--- src/rtl/assert_macros.svh ---
// ----------------------------------------------------------------------------
// Assertion macros
// Shared concurrent assertion forms, compiled out when SYNTH is defined.
// ----------------------------------------------------------------------------
`ifndef ASSERT_MACROS_SVH
`define ASSERT_MACROS_SVH

`ifndef SYNTH

`define ASSERT_IMPLY(label, clk, rst, cond, expr) \
   label: assert property (@(posedge clk) disable iff (rst) (cond) |-> (expr)) \
      else $error("assertion failed: label");

`define ASSERT_NEXT(label, clk, rst, cond, expr) \
   label: assert property (@(posedge clk) disable iff (rst) (cond) |=> (expr)) \
      else $error("assertion failed: label");

`define ASSERT_NEVER(label, clk, rst, expr) \
   label: assert property (@(posedge clk) disable iff (rst) !(expr)) \
      else $error("assertion failed: label");

`else

`define ASSERT_IMPLY(label, clk, rst, cond, expr)
`define ASSERT_NEXT(label, clk, rst, cond, expr)
`define ASSERT_NEVER(label, clk, rst, expr)

`endif

`endif

--- src/rtl/dfpq_pkg.sv ---
// ----------------------------------------------------------------------------
// dfpq_pkg
// Types and defaults shared by the dual FIFO pending queue.
// ----------------------------------------------------------------------------
package dfpq_pkg;

   localparam int DEPTH_DEFAULT   = 64;
   localparam int TAG_W_DEFAULT   = 32;
   localparam int CMD_W           = 3;
   localparam int STATUS_W        = 2;
   localparam int COUNT_W         = 8;

   typedef enum logic [CMD_W-1:0] {
      CMD_PUSH         = 3'd0,
      CMD_FRONT        = 3'd1,
      CMD_POP          = 3'd2,
      CMD_CHECK_GET    = 3'd3,
      CMD_CHECK_IGNORE = 3'd4,
      CMD_CHECK_SUCC   = 3'd5,
      CMD_CHECK_PUSH   = 3'd6
   } cmd_type;

   typedef enum logic [STATUS_W-1:0] {
      ST_OK    = 2'd0,
      ST_EMPTY = 2'd1,
      ST_FULL  = 2'd2
   } status_type;

endpackage

--- src/rtl/dfpq_ram.sv ---
// ----------------------------------------------------------------------------
// dfpq_ram
// Generic simple dual-port RAM: one write port, one registered read port.
// ----------------------------------------------------------------------------
module dfpq_ram #(
   parameter int WIDTH = 8,
   parameter int DEPTH = 16
) (
   input  logic                     clock,
   input  logic                     wr_en,
   input  logic [$clog2(DEPTH)-1:0] wr_addr,
   input  logic [WIDTH-1:0]         wr_data,
   input  logic [$clog2(DEPTH)-1:0] rd_addr,
   output logic [WIDTH-1:0]         rd_data
);

   logic [WIDTH-1:0] mem_ff [DEPTH];
   logic [WIDTH-1:0] rd_data_ff;

   always_ff @(posedge clock) begin
      if (wr_en) begin
         mem_ff[wr_addr] <= wr_data;
      end
      rd_data_ff <= mem_ff[rd_addr];
   end

   assign rd_data = rd_data_ff;

endmodule

--- src/rtl/dual_fifo_pending_queue.sv ---
// ----------------------------------------------------------------------------
// dual_fifo_pending_queue
// Pending-request store of two FIFOs whose online and offline roles swap.
// ----------------------------------------------------------------------------
//
//   channel | direction | handshake           | payload
//   req_    | in        | req_valid/req_stall | cmd, elem_tag, elem_has_dma
//   rsp_    | out       | rsp_valid/rsp_stall | out_tag, out_has_dma, dma_req,
//           |           |                     | status, total_count
//
// Push, check-succ and error commands: result registered in the cycle after accept.
// Front, pop and check-get: the RAM read word is registered, then loaded into the output register.
// A new word is taken once the output register is free or drained that cycle
// and no RAM read is pending, so a read holds off the next word until its result is loaded.
// Reset clears pointers, fill counts and roles; RAM contents are left as is.
// ----------------------------------------------------------------------------
module dual_fifo_pending_queue #(
   parameter int FIFO_DEPTH = dfpq_pkg::DEPTH_DEFAULT,
   parameter int TAG_WIDTH  = dfpq_pkg::TAG_W_DEFAULT
) (
   input  logic                          clock,
   input  logic                          reset,
   input  logic                          req_valid,
   output logic                          req_stall,
   input  logic [dfpq_pkg::CMD_W-1:0]    req_cmd,
   input  logic [TAG_WIDTH-1:0]          req_elem_tag,
   input  logic                          req_elem_has_dma,
   output logic                          rsp_valid,
   input  logic                          rsp_stall,
   output logic [TAG_WIDTH-1:0]          rsp_out_tag,
   output logic                          rsp_out_has_dma,
   output logic                          rsp_dma_req,
   output logic [dfpq_pkg::STATUS_W-1:0] rsp_status,
   output logic [dfpq_pkg::COUNT_W-1:0]  rsp_total_count
);

   import dfpq_pkg::*;

   `include "assert_macros.svh"

   localparam int AW = $clog2(FIFO_DEPTH);
   localparam int FW = $clog2(FIFO_DEPTH + 1);
   localparam int EW = $clog2(2 * FIFO_DEPTH + 1);
   localparam int WW = TAG_WIDTH + 1;

   // control state
   logic          online_ff, online_in;
   logic [FW-1:0] fill0_ff, fill0_in, fill1_ff, fill1_in;
   logic [AW-1:0] rptr0_ff, rptr0_in, rptr1_ff, rptr1_in;
   logic [AW-1:0] wptr0_ff, wptr0_in, wptr1_ff, wptr1_in;
   logic [EW-1:0] elem_ff, elem_in;
   logic          rd_pend_ff, rd_pend_in;
   logic          rd_sel_ff, rd_sel_in;
   logic          rsp_valid_ff, rsp_valid_in;

   // result payload
   logic [TAG_WIDTH-1:0] tag_ff, tag_in;
   logic                 has_dma_ff, has_dma_in;
   logic                 dreq_ff, dreq_in;
   status_type           status_ff, status_in;
   logic [EW-1:0]        count_ff, count_in;

   // RAM ports
   logic          wr_en, wr_sel;
   logic [AW-1:0] wr_addr, rd_addr;
   logic [WW-1:0] wr_word, rd_word0, rd_word1, rd_word;

   logic          accept;
   logic          take_out;
   cmd_type       cmd;

   assign take_out  = rsp_valid_ff && !rsp_stall;
   assign req_stall = rd_pend_ff || (rsp_valid_ff && rsp_stall);
   assign accept    = req_valid && !req_stall;
   assign cmd       = cmd_type'(req_cmd);
   assign wr_word   = {req_elem_has_dma, req_elem_tag};
   assign rd_word   = rd_sel_ff ? rd_word1 : rd_word0;

   function automatic logic [AW-1:0] next_ptr(input logic [AW-1:0] p);
      return (p == AW'(FIFO_DEPTH - 1)) ? '0 : p + AW'(1);
   endfunction

   always_comb begin
      logic          on;
      logic          q;
      logic [FW-1:0] fill_on, fill_off, fill_q;
      logic [AW-1:0] rptr_q, wptr_q;
      logic          do_put, do_take, need_rd, put_dma;
      status_type    st;

      online_in    = online_ff;
      fill0_in     = fill0_ff;
      fill1_in     = fill1_ff;
      rptr0_in     = rptr0_ff;
      rptr1_in     = rptr1_ff;
      wptr0_in     = wptr0_ff;
      wptr1_in     = wptr1_ff;
      elem_in      = elem_ff;
      rd_pend_in   = 1'b0;
      rd_sel_in    = rd_sel_ff;
      rsp_valid_in = rsp_valid_ff && !take_out;
      tag_in       = tag_ff;
      has_dma_in   = has_dma_ff;
      dreq_in      = dreq_ff;
      status_in    = status_ff;
      count_in     = count_ff;
      wr_en        = 1'b0;

      on      = online_ff;
      q       = online_ff;
      do_put  = 1'b0;
      do_take = 1'b0;
      need_rd = 1'b0;
      put_dma = 1'b0;
      st      = ST_OK;

      fill_on  = on ? fill1_ff : fill0_ff;
      fill_off = on ? fill0_ff : fill1_ff;

      unique case (cmd) inside
         CMD_PUSH, CMD_CHECK_PUSH: begin
            if (cmd == CMD_CHECK_PUSH && fill_on == '0) begin
               on       = ~on;
               fill_off = fill_on;
            end
            q       = (fill_off != '0) ? ~on : on;
            do_put  = 1'b1;
            put_dma = req_elem_has_dma;
         end
         CMD_CHECK_IGNORE: begin
            q      = on;
            do_put = 1'b1;
         end
         CMD_FRONT: begin
            q = on;
            if (fill_on != '0) need_rd = 1'b1;
            else st = ST_EMPTY;
         end
         CMD_POP: begin
            q = on;
            if (fill_on != '0) begin
               need_rd = 1'b1;
               do_take = 1'b1;
               if (fill_on == FW'(1) && fill_off != '0) on = ~on;
            end else begin
               st = ST_EMPTY;
            end
         end
         CMD_CHECK_GET: begin
            if (fill_on == '0 && fill_off == '0) begin
               st = ST_EMPTY;
            end else begin
               if (fill_off == '0) on = ~on;
               q       = ~on;
               need_rd = 1'b1;
               do_take = 1'b1;
            end
         end
         CMD_CHECK_SUCC: begin
            if (fill_on == '0) on = ~on;
         end
         default: begin
            st = ST_EMPTY;
         end
      endcase

      fill_q = q ? fill1_ff : fill0_ff;
      rptr_q = q ? rptr1_ff : rptr0_ff;
      wptr_q = q ? wptr1_ff : wptr0_ff;

      if (do_put && fill_q == FW'(FIFO_DEPTH)) begin
         st     = ST_FULL;
         do_put = 1'b0;
      end

      wr_sel  = q;
      wr_addr = wptr_q;
      rd_addr = rptr_q;

      if (accept) begin
         online_in = on;
         rd_sel_in = q;
         if (do_put) begin
            wr_en   = 1'b1;
            elem_in = elem_ff + EW'(1);
            if (q) begin
               fill1_in = fill1_ff + FW'(1);
               wptr1_in = next_ptr(wptr1_ff);
            end else begin
               fill0_in = fill0_ff + FW'(1);
               wptr0_in = next_ptr(wptr0_ff);
            end
         end
         if (do_take) begin
            elem_in = elem_ff - EW'(1);
            if (q) begin
               fill1_in = fill1_ff - FW'(1);
               rptr1_in = next_ptr(rptr1_ff);
            end else begin
               fill0_in = fill0_ff - FW'(1);
               rptr0_in = next_ptr(rptr0_ff);
            end
         end
         status_in = st;
         dreq_in   = do_put && put_dma;
         count_in  = elem_in;
         if (need_rd) begin
            rd_pend_in = 1'b1;
         end else begin
            rsp_valid_in = 1'b1;
            tag_in       = do_put ? req_elem_tag : '0;
            has_dma_in   = do_put && req_elem_has_dma;
         end
      end

      if (rd_pend_ff) begin
         rsp_valid_in = 1'b1;
         tag_in       = rd_word[TAG_WIDTH-1:0];
         has_dma_in   = rd_word[TAG_WIDTH];
      end
   end

   always_ff @(posedge clock) begin
      if (reset) begin
         online_ff    <= 1'b0;
         fill0_ff     <= '0;
         fill1_ff     <= '0;
         rptr0_ff     <= '0;
         rptr1_ff     <= '0;
         wptr0_ff     <= '0;
         wptr1_ff     <= '0;
         elem_ff      <= '0;
         rd_pend_ff   <= 1'b0;
         rd_sel_ff    <= 1'b0;
         rsp_valid_ff <= 1'b0;
      end else begin
         online_ff    <= online_in;
         fill0_ff     <= fill0_in;
         fill1_ff     <= fill1_in;
         rptr0_ff     <= rptr0_in;
         rptr1_ff     <= rptr1_in;
         wptr0_ff     <= wptr0_in;
         wptr1_ff     <= wptr1_in;
         elem_ff      <= elem_in;
         rd_pend_ff   <= rd_pend_in;
         rd_sel_ff    <= rd_sel_in;
         rsp_valid_ff <= rsp_valid_in;
      end
   end

   always_ff @(posedge clock) begin
      tag_ff     <= tag_in;
      has_dma_ff <= has_dma_in;
      dreq_ff    <= dreq_in;
      status_ff  <= status_in;
      count_ff   <= count_in;
   end

   dfpq_ram #(
      .WIDTH (WW),
      .DEPTH (FIFO_DEPTH)
   ) u_fifo_zero_ram (
      .clock   (clock),
      .wr_en   (wr_en && !wr_sel),
      .wr_addr (wr_addr),
      .wr_data (wr_word),
      .rd_addr (rd_addr),
      .rd_data (rd_word0)
   );

   dfpq_ram #(
      .WIDTH (WW),
      .DEPTH (FIFO_DEPTH)
   ) u_fifo_one_ram (
      .clock   (clock),
      .wr_en   (wr_en && wr_sel),
      .wr_addr (wr_addr),
      .wr_data (wr_word),
      .rd_addr (rd_addr),
      .rd_data (rd_word1)
   );

   assign rsp_valid       = rsp_valid_ff;
   assign rsp_out_tag     = tag_ff;
   assign rsp_out_has_dma = has_dma_ff;
   assign rsp_dma_req     = dreq_ff;
   assign rsp_status      = status_ff;
   assign rsp_total_count = COUNT_W'(count_ff);

   `ASSERT_NEVER(a_count_sum, clock, reset, elem_ff != (EW'(fill0_ff) + EW'(fill1_ff)))
   `ASSERT_NEXT(a_read_result, clock, reset, rd_pend_ff, rsp_valid_ff && !rd_pend_ff)
   `ASSERT_IMPLY(a_no_write_in_read, clock, reset, rd_pend_ff, !wr_en)
   `ASSERT_IMPLY(a_dma_on_push, clock, reset, rsp_valid_ff && rsp_dma_req,
                 rsp_out_has_dma && status_ff == ST_OK)

endmodule
--- config.mk ---
export PLATFORM = sky130hd
export DESIGN_NAME = dual_fifo_pending_queue
export DESIGN_NICKNAME = d
export VERILOG_FILES = /design/src/rtl/dfpq_pkg.sv /design/src/rtl/dfpq_ram.sv /design/src/rtl/dual_fifo_pending_queue.sv
export VERILOG_INCLUDE_DIRS = /design/src /design/src/rtl
export SDC_FILE = /design/constraint.sdc
export NUM_CORES = 2
export LEC_CHECK = 0
export BUFFER_PORTS_ARGS = -buffer_cell sky130_fd_sc_hd__buf_4
export CAP_MARGIN = 20
export CORE_MARGIN = 2
export CORE_UTILIZATION = 63
export DETAILED_ROUTE_END_ITERATION = 12
export GPL_ROUTABILITY_DRIVEN = 0
export PLACE_DENSITY = 0.79
export SLEW_MARGIN = 20
export SYNTH_ARGS = -nofsm -noshare
export SYNTH_HDL_FRONTEND = slang
export SYNTH_HIERARCHICAL = 1
export SYNTH_MEMORY_MAX_BITS = 65536
export SYNTH_SLANG_ARGS = --single-unit
--- constraint.sdc ---
create_clock -name clock -period 7.2 [get_ports clock]
set_input_delay 0.72 -clock clock [delete_from_list [all_inputs] [get_ports clock]]
set_output_delay 0.72 -clock clock [all_outputs]
set_load 0.02 [all_outputs]
# Word level (Yosys, flattened, before mapping)
# Memories as Yosys holds them, arrays and structs flattened. A register that Yosys moved wholly into a read port is not among the register bits.
# Index checks and enable logic that the tools add are counted.
[word_totals]
reg_bits = 94
latch_bits = 0
ram_bits = 4224
mem_bits_ro = 0
in_bits = 40
out_inout_bits = 46
n_memories = 2
[mem_list]
columns = ["memory", "words", "word_bits", "read_ports", "rd_clocked_by_memory_dff", "wr", "line_no", "rtl"]
rows = [
  ["u_fifo_one_ram.mem_ff", 64, 33, 1, 1, 1, "dfpq_ram.sv:17", "logic [WIDTH-1:0] mem_ff [DEPTH];"],
  ["u_fifo_zero_ram.mem_ff", 64, 33, 1, 1, 1, "dfpq_ram.sv:17", ""],
]
[op_classes]
n_addsub = 10
n_mul = 0
div = 0
magnitude_cmp = 0
eq_ne = 17
shift = 0
n_mux = 62
n_bitwise = 5
n_reduce_logical = 36
[ops]
columns = ["operator", "count"]
rows = [
  ["32-bit 2-to-1 mux", 4],
  ["7-bit 2-to-1 mux", 13],
  ["6-bit 2-to-1 mux", 6],
  ["33-bit 2-to-1 mux", 1],
  ["1-bit 2-to-1 mux", 31],
  ["6-bit by 1-bit adder with 6-bit output, second input constant", 4],
  ["6-bit == test, second input constant", 4],
  ["7-bit nonzero test", 3],
  ["8-bit 2-to-1 mux", 2],
  ["7-bit by 1-bit adder with 7-bit output, second input constant", 2],
  ["7-bit logical NOT", 2],
  ["7-bit by 1-bit subtractor with 7-bit output, second input constant", 2],
  ["1-bit logical AND", 12],
  ["3-bit AND reduction", 4],
  ["3-bit == test, second input constant", 3],
  ["8-bit by 1-bit adder with 8-bit output, second input constant", 1],
  ["2-bit inequality test, second input constant", 4],
  ["8-bit by 1-bit subtractor with 8-bit output, second input constant", 1],
  ["7-bit by 1-bit == test with 1-bit output, second input constant", 1],
  ["7-bit == test, second input constant", 1],
  ["3-bit by 2-bit == test with 1-bit output, second input constant", 2],
  ["1-bit case mux with 2 select lines", 3],
  ["6-bit AND reduction", 1],
  ["2-bit OR reduction", 3],
  ["other kinds (13)", 20],
]

# Depth between registers and ports, before layout
[depth]
depth_word = 17
mapped_depth = 20
depth_no_buf = 11

# Modules after synthesis
# The synthesis kept the hierarchy.
[modules_own_cells]
columns = ["mod", "n_inst", "cells_per_inst", "area_each_um2"]
rows = [
  ["dfpq_ram", 2, 3598, 81192.9],
  ["dual_fifo_pending_queue", 1, 694, 5815.6],
]

# Worst setup path after synthesis
# No wires, ideal clock.
[synth_timing]
kind = "input-to-reg"
startpoint = "in req_cmd[1] in the netlist's numbering"
endpoint = "mem u_fifo_one_ram/mem_ff[49][0] in the netlist's numbering, enable pin"
setup_time_ps = 464
arrival_ps = 5081
required_time_ps = 6736
setup_slack_ps = 1654
stages = 12
path_buffers = 5
cell_sequence = "clkbuf_1 > nand3b_1 > or3_4 > nand4_1 > buf_2 > buf_2 > buf_2 > nand2_1 > nand2_1 > clkbuf_1 > nand4_1 > nor3_1"
[synth_via]
word_cells_on_any_way = 26
classes_between = "eq/ne: 4; mux: 14; bitwise: 1; reduce/logical: 7"
[synth_lines]
columns = ["element", "line_no", "rtl"]
rows = [
  ["start: declaration", "dual_fifo_pending_queue.sv:25", "input logic [dfpq_pkg::CMD_W-1:0] req_cmd,"],
  ["3-bit == test", "dual_fifo_pending_queue.sv:122", "if (cmd == CMD_CHECK_PUSH && fill_on == '0) begin"],
  ["1-bit logical AND", "dual_fifo_pending_queue.sv:122", ""],
  ["7-bit 2-to-1 mux or 1-bit 2-to-1 mux (tied branches)", "dual_fifo_pending_queue.sv:122", ""],
  ["7-bit 2-to-1 mux or 1-bit 2-to-1 mux (tied branches)", "dual_fifo_pending_queue.sv:120", "unique case (cmd) inside"],
  ["7-bit nonzero test or 1-bit NOT (tied branches)", "dual_fifo_pending_queue.sv:126", "q = (fill_off != '0) ? ~on : on;"],
  ["1-bit 2-to-1 mux", "dual_fifo_pending_queue.sv:126", ""],
  ["1-bit case mux with 2 select lines (*)", "dual_fifo_pending_queue.sv:120", ""],
  ["6-bit 2-to-1 mux (*)", "dual_fifo_pending_queue.sv:169", "wptr_q = q ? wptr1_ff : wptr0_ff;"],
  ["named net wr_addr[4]", "dual_fifo_pending_queue.sv:65", "logic [AW-1:0] wr_addr, rd_addr;"],
  ["end: declaration", "dfpq_ram.sv:17", ""],
]
# Mark *: on every way through the listed nets, which the timed path passes. The rest lies on a longest branch. The select of a mux whose other input is x is not followed.

==> flow_results.org <==
** Floorplan
- The die covers 271000 µm².
- The die is 521 µm wide.
- 86 I/O pins were placed.
- Die Ht :: 521 µm
- After floorplanning, the core was divided into 189 placement rows.
- CORE AREA :: 265000 µm²
- The initial utilization of the core area, before any placement, comes to 63.4%.

** STA
- Setup total negative slack on the finished layout was measured at 0 ns.
- Worst setup slack after layout :: 0.799 ns
- RSZ-0062 raised after global routing :: no
- Final setup violation count :: 0
- For the final database, setup skew stands at 0.0640 ns.
- The clock period could shrink to 6.40 ns.
- Worst hold slack across all endpoints :: 0.0844 ns
- For the pin with the worst max-slew slack, the measured transition is 1.21 ns.
- After layout, the worst path uses 88.9% of the clock period.
- Max Transition Viols Final :: 0
- The worst pin sits at a relative slew slack of 19.3%.
- Fin. Hold Viols :: 0
- Achievable frequency :: 0.156 GHz

** Routing
- The first TritonRoute pass finished after 12 iterations.
- For this run, design rule violations remaining after detail routing come to 1.
- Via count of the routed design :: 91519
- First DRT Iteration DRCs :: 17474
- For this block, the routed nets add up to 488000 µm of wire.
- Routed wirelength normalized by instance count :: 39.8 µm
- Antenna-violating nets left :: 0
- In the routed layout, each cell is associated on average with a via count of 7.46.

** Cells and area
- The filler cells instantiated in the layout total 14218.
- Leaving out fill and tap cells, the most frequent cell in the layout is sky130_fd_sc_hd__edfxtp_1.
- After the last flow step, the layout net total stands at 8402.
- Most frequent cells in the layout :: sky130_fd_sc_hd__edfxtp_1, sky130_fd_sc_hd__mux4_2, sky130_fd_sc_hd__buf_4
- In the final layout, the multi-input gates occupy 36200 µm².
- Post-layout instance count excluding filler cells :: 12272
- Layout cells sized above 1 :: 26.5%
- Sequential Area :: 130000 µm²
- Compared with the post-synthesis result, the final layout area differs by 12.4%.

** Global routing
- In the global route stage, overall resource usage came out at 36.0%.
- Overflow left after global routing :: 0
- The initial antenna violation count was 41.
- The via count of the first global-routing pass came to 88982.
- The first global-routing pass estimated 681000 µm of wire.
- Pin count of the biggest net entering global routing :: 93

** Clock network
- In this run, post-CTS repair resized a total of 0 instances.
- Library cell used as clock root buffer :: sky130_fd_sc_hd__clkbuf_16
- The tree built by TritonCTS fans out to 4384 sinks.
- Number of H-tree branching levels :: 5
- Clock-pin slew was measured on the worst setup and hold paths at 0.07 ns.
- TritonCTS built the clock tree.
- CTS Buf Count :: 418
- Buffers inserted to repair hold after CTS numbered 0.
- After clock tree synthesis, the setup repair step added 0 buffers.
- Maximum clock insertion buffer count :: 4
- Clk Latency, worst-skew pair :: 0.95 ns

** Synthesis
- For this run, the leading register cell type out of synthesis is sky130_fd_sc_hd__edfxtp_1.
- Counting every net in the synthesized netlist gives 7940.
- Largest cells by area after synthesis :: sky130_fd_sc_hd__edfxtp_1, sky130_fd_sc_hd__mux4_2, sky130_fd_sc_hd__dfxtp_1, sky130_fd_sc_hd__mux2i_1, sky130_fd_sc_hd__nand2_1
- Cell type with the highest aggregate area in the netlist :: sky130_fd_sc_hd__edfxtp_1
- Of the post-synthesis cell area, the dominant cell type holds 76.2%.
- The synthesized netlist contains 73 unique library cells.
- Total number of yosys warnings :: 6
- The synthesized design contains 4384 register bits.
- Share of async-settable or async-resettable flops after synthesis :: 0%
- Synthesis handed over a netlist of 7890 instances.
- Post-synthesis sequential area ratio :: 77.6%
- In this run the cell area of the synthesized design comes to 168000 µm².
- Dividing the synthesized area by the synthesized cell count gives 21.3 µm².
- In this run, synthesis inferred 4268 flip-flops with an integrated enable.

** Placed design
- Port bufs :: 85
- Placed wire-length estimate after detailed placement :: 277000 µm
- Prior to clock tree synthesis, the placed netlist has a worst setup slack of 0.920 ns.
- Number of placed instances, taps included :: 11459

** Critical path
- STA classifies the critical path startpoint as a register.
- Of all nets on the critical path, the largest fanout is 72.
- Data arrival time of the critical path :: 7.24 ns
- Required time at the worst-slack endpoint :: 8.04 ns
- STA classifies the critical path endpoint as a register.
- The critical path in this run is classified as reg2reg.

** Power
- For this design the static power due to leakage is 0.0574 µW.
- IR Drop Worst-Case VDD :: 220 µV
- Power spread over the standard cell area amounts to 285 nW/µm².

** Outcome
- The checks that failed: DRC.
- The run finished, with violations left.

** Run
- Max Cap Viol :: 0

** Min path
- The path class of the tightest hold or removal check is in2reg.
[registers in the layout (all words and copies together) (netlist names), named ones only]
signal	flops
u_fifo_one_ram/mem_ff	2112
rsp_out_tag	32
rptr0_ff	6
rsp_dma_req	1
rsp_status	2
u_fifo_one_ram/rd_data	33
rd_pend_ff	1
rptr1_ff	6
rsp_total_count	8
wptr0_ff	6
rsp_valid	1
u_fifo_zero_ram/mem_ff	2112
elem_ff	8
rd_sel_ff	1
u_fifo_zero_ram/rd_data	33
rsp_out_has_dma	1
wptr1_ff	6
online_ff	1
[kinds of logic after synthesis]
family / after synthesis / synth area share (%)
AO/OA/AOI/OAI: 707 / 3.06
adder cells (fa/ha/maj): 10 / 0.0744
AND/OR/NAND/NOR: 1068 / 3.07
buffers and inverters: 475 / 1.57
flip-flops: 4384 / 77.6
multiplexers: 1216 / 14.5
XOR/XNOR: 30 / 0.156
[cells in the mapped netlist, types with 5 or more instances]
cell / instances
sky130_fd_sc_hd__o22a_1: 6
sky130_fd_sc_hd__mux2_2: 47
sky130_fd_sc_hd__buf_4: 35
sky130_fd_sc_hd__nand4_1: 87
sky130_fd_sc_hd__xnor2_1: 15
sky130_fd_sc_hd__or3b_2: 6
sky130_fd_sc_hd__a211o_1: 17
sky130_fd_sc_hd__ha_1: 10
sky130_fd_sc_hd__nand3b_1: 6
sky130_fd_sc_hd__a221oi_1: 17
sky130_fd_sc_hd__edfxtp_1: 4268
sky130_fd_sc_hd__a31oi_1: 15
sky130_fd_sc_hd__o22ai_1: 124
sky130_fd_sc_hd__nand3_1: 204
sky130_fd_sc_hd__buf_6: 56
sky130_fd_sc_hd__buf_8: 10
sky130_fd_sc_hd__buf_2: 130
sky130_fd_sc_hd__nor3_1: 34
sky130_fd_sc_hd__a211oi_2: 20
sky130_fd_sc_hd__o21ai_0: 76
sky130_fd_sc_hd__a31o_2: 5
sky130_fd_sc_hd__nand2b_1: 19
sky130_fd_sc_hd__o221a_1: 16
sky130_fd_sc_hd__nor4_1: 5
sky130_fd_sc_hd__and4b_1: 8
sky130_fd_sc_hd__nor2b_1: 54
sky130_fd_sc_hd__nor2_1: 195
sky130_fd_sc_hd__or3_1: 13
sky130_fd_sc_hd__o221ai_1: 93
sky130_fd_sc_hd__dfxtp_1: 116
sky130_fd_sc_hd__mux2i_1: 197
sky130_fd_sc_hd__a22oi_1: 157
sky130_fd_sc_hd__nand2_1: 342
sky130_fd_sc_hd__xor2_1: 15
sky130_fd_sc_hd__and2_1: 31
sky130_fd_sc_hd__inv_1: 17
sky130_fd_sc_hd__a211oi_1: 41
sky130_fd_sc_hd__a21oi_1: 64
sky130_fd_sc_hd__buf_1: 30
sky130_fd_sc_hd__o211ai_1: 20
sky130_fd_sc_hd__and3_1: 46
sky130_fd_sc_hd__clkbuf_1: 191
sky130_fd_sc_hd__mux4_2: 970
[worst max-delay path, stage by stage, from the launching register on]
cell and delay, ns:
sky130_fd_sc_hd__dfxtp_1 0.55, sky130_fd_sc_hd__nor4_4 0.13, sky130_fd_sc_hd__a2111oi_0 0.70, sky130_fd_sc_hd__a21oi_1 0.28, sky130_fd_sc_hd__nand4_1 0.17, sky130_fd_sc_hd__buf_4 0.34, sky130_fd_sc_hd__nand2_1 0.16, sky130_fd_sc_hd__nand2_4 0.83
sky130_fd_sc_hd__buf_12 0.52, sky130_fd_sc_hd__mux4_2 0.59, sky130_fd_sc_hd__a22oi_1 0.50, sky130_fd_sc_hd__nand4_1 0.80, sky130_fd_sc_hd__and3_1 0.49
[per-layer routing]
metal	wire length (µm)	vias up	track usage, %
li1	-	34174	-
met1	155000	46566	47.9
met2	221000	9149	53.5
met3	80500	1602	12.6
met4	31300	28	18.4
met5	176	-	0
[stage by stage]
stage               total power, µW  area, µm²  utilization, %
floorplan                     31100     168000               -
global placement              32400     175000            66.1
detailed placement            32500     175000            66.1
CTS                           53900     189000            71.2
global route                  54900     189000            71.2
finish                        53900     189000            71.2
[where the power goes]
group	switching [µW]	leakage, µW	internal [µW]	total [µW]
combinational	2260	0.0115	1410	3660
clock	9520	0.00653	12300	21800
sequential	230	0.0394	28200	28400
[area by class of cell]
cell class,count,share of cell area [%]
tap,3533,2.34
timing repair buffer,496,2.32
multi-input combinational,3031,19.1
clock buffer,538,5.89
clock inverter,232,1.19
inverter,21,0.0417
antenna,37,0.0490
sequential,4384,69.0
[final timing paths]
| path | start | to | slack (ns) | cells past startpoint |
|---|---|---|---|---|
| max | register | u_fifo_zero_ram/rd_data[14] | 0.80 | 12 |
| min | rsp_stall | rsp_valid | 0.08 | 3 |
| max reg2reg | register | u_fifo_zero_ram/rd_data[14] | 0.80 | 12 |
| min reg2reg | wptr1_ff[1] | wptr1_ff[1] | 0.52 | 2 |
(Power assumes the default switching activity.)
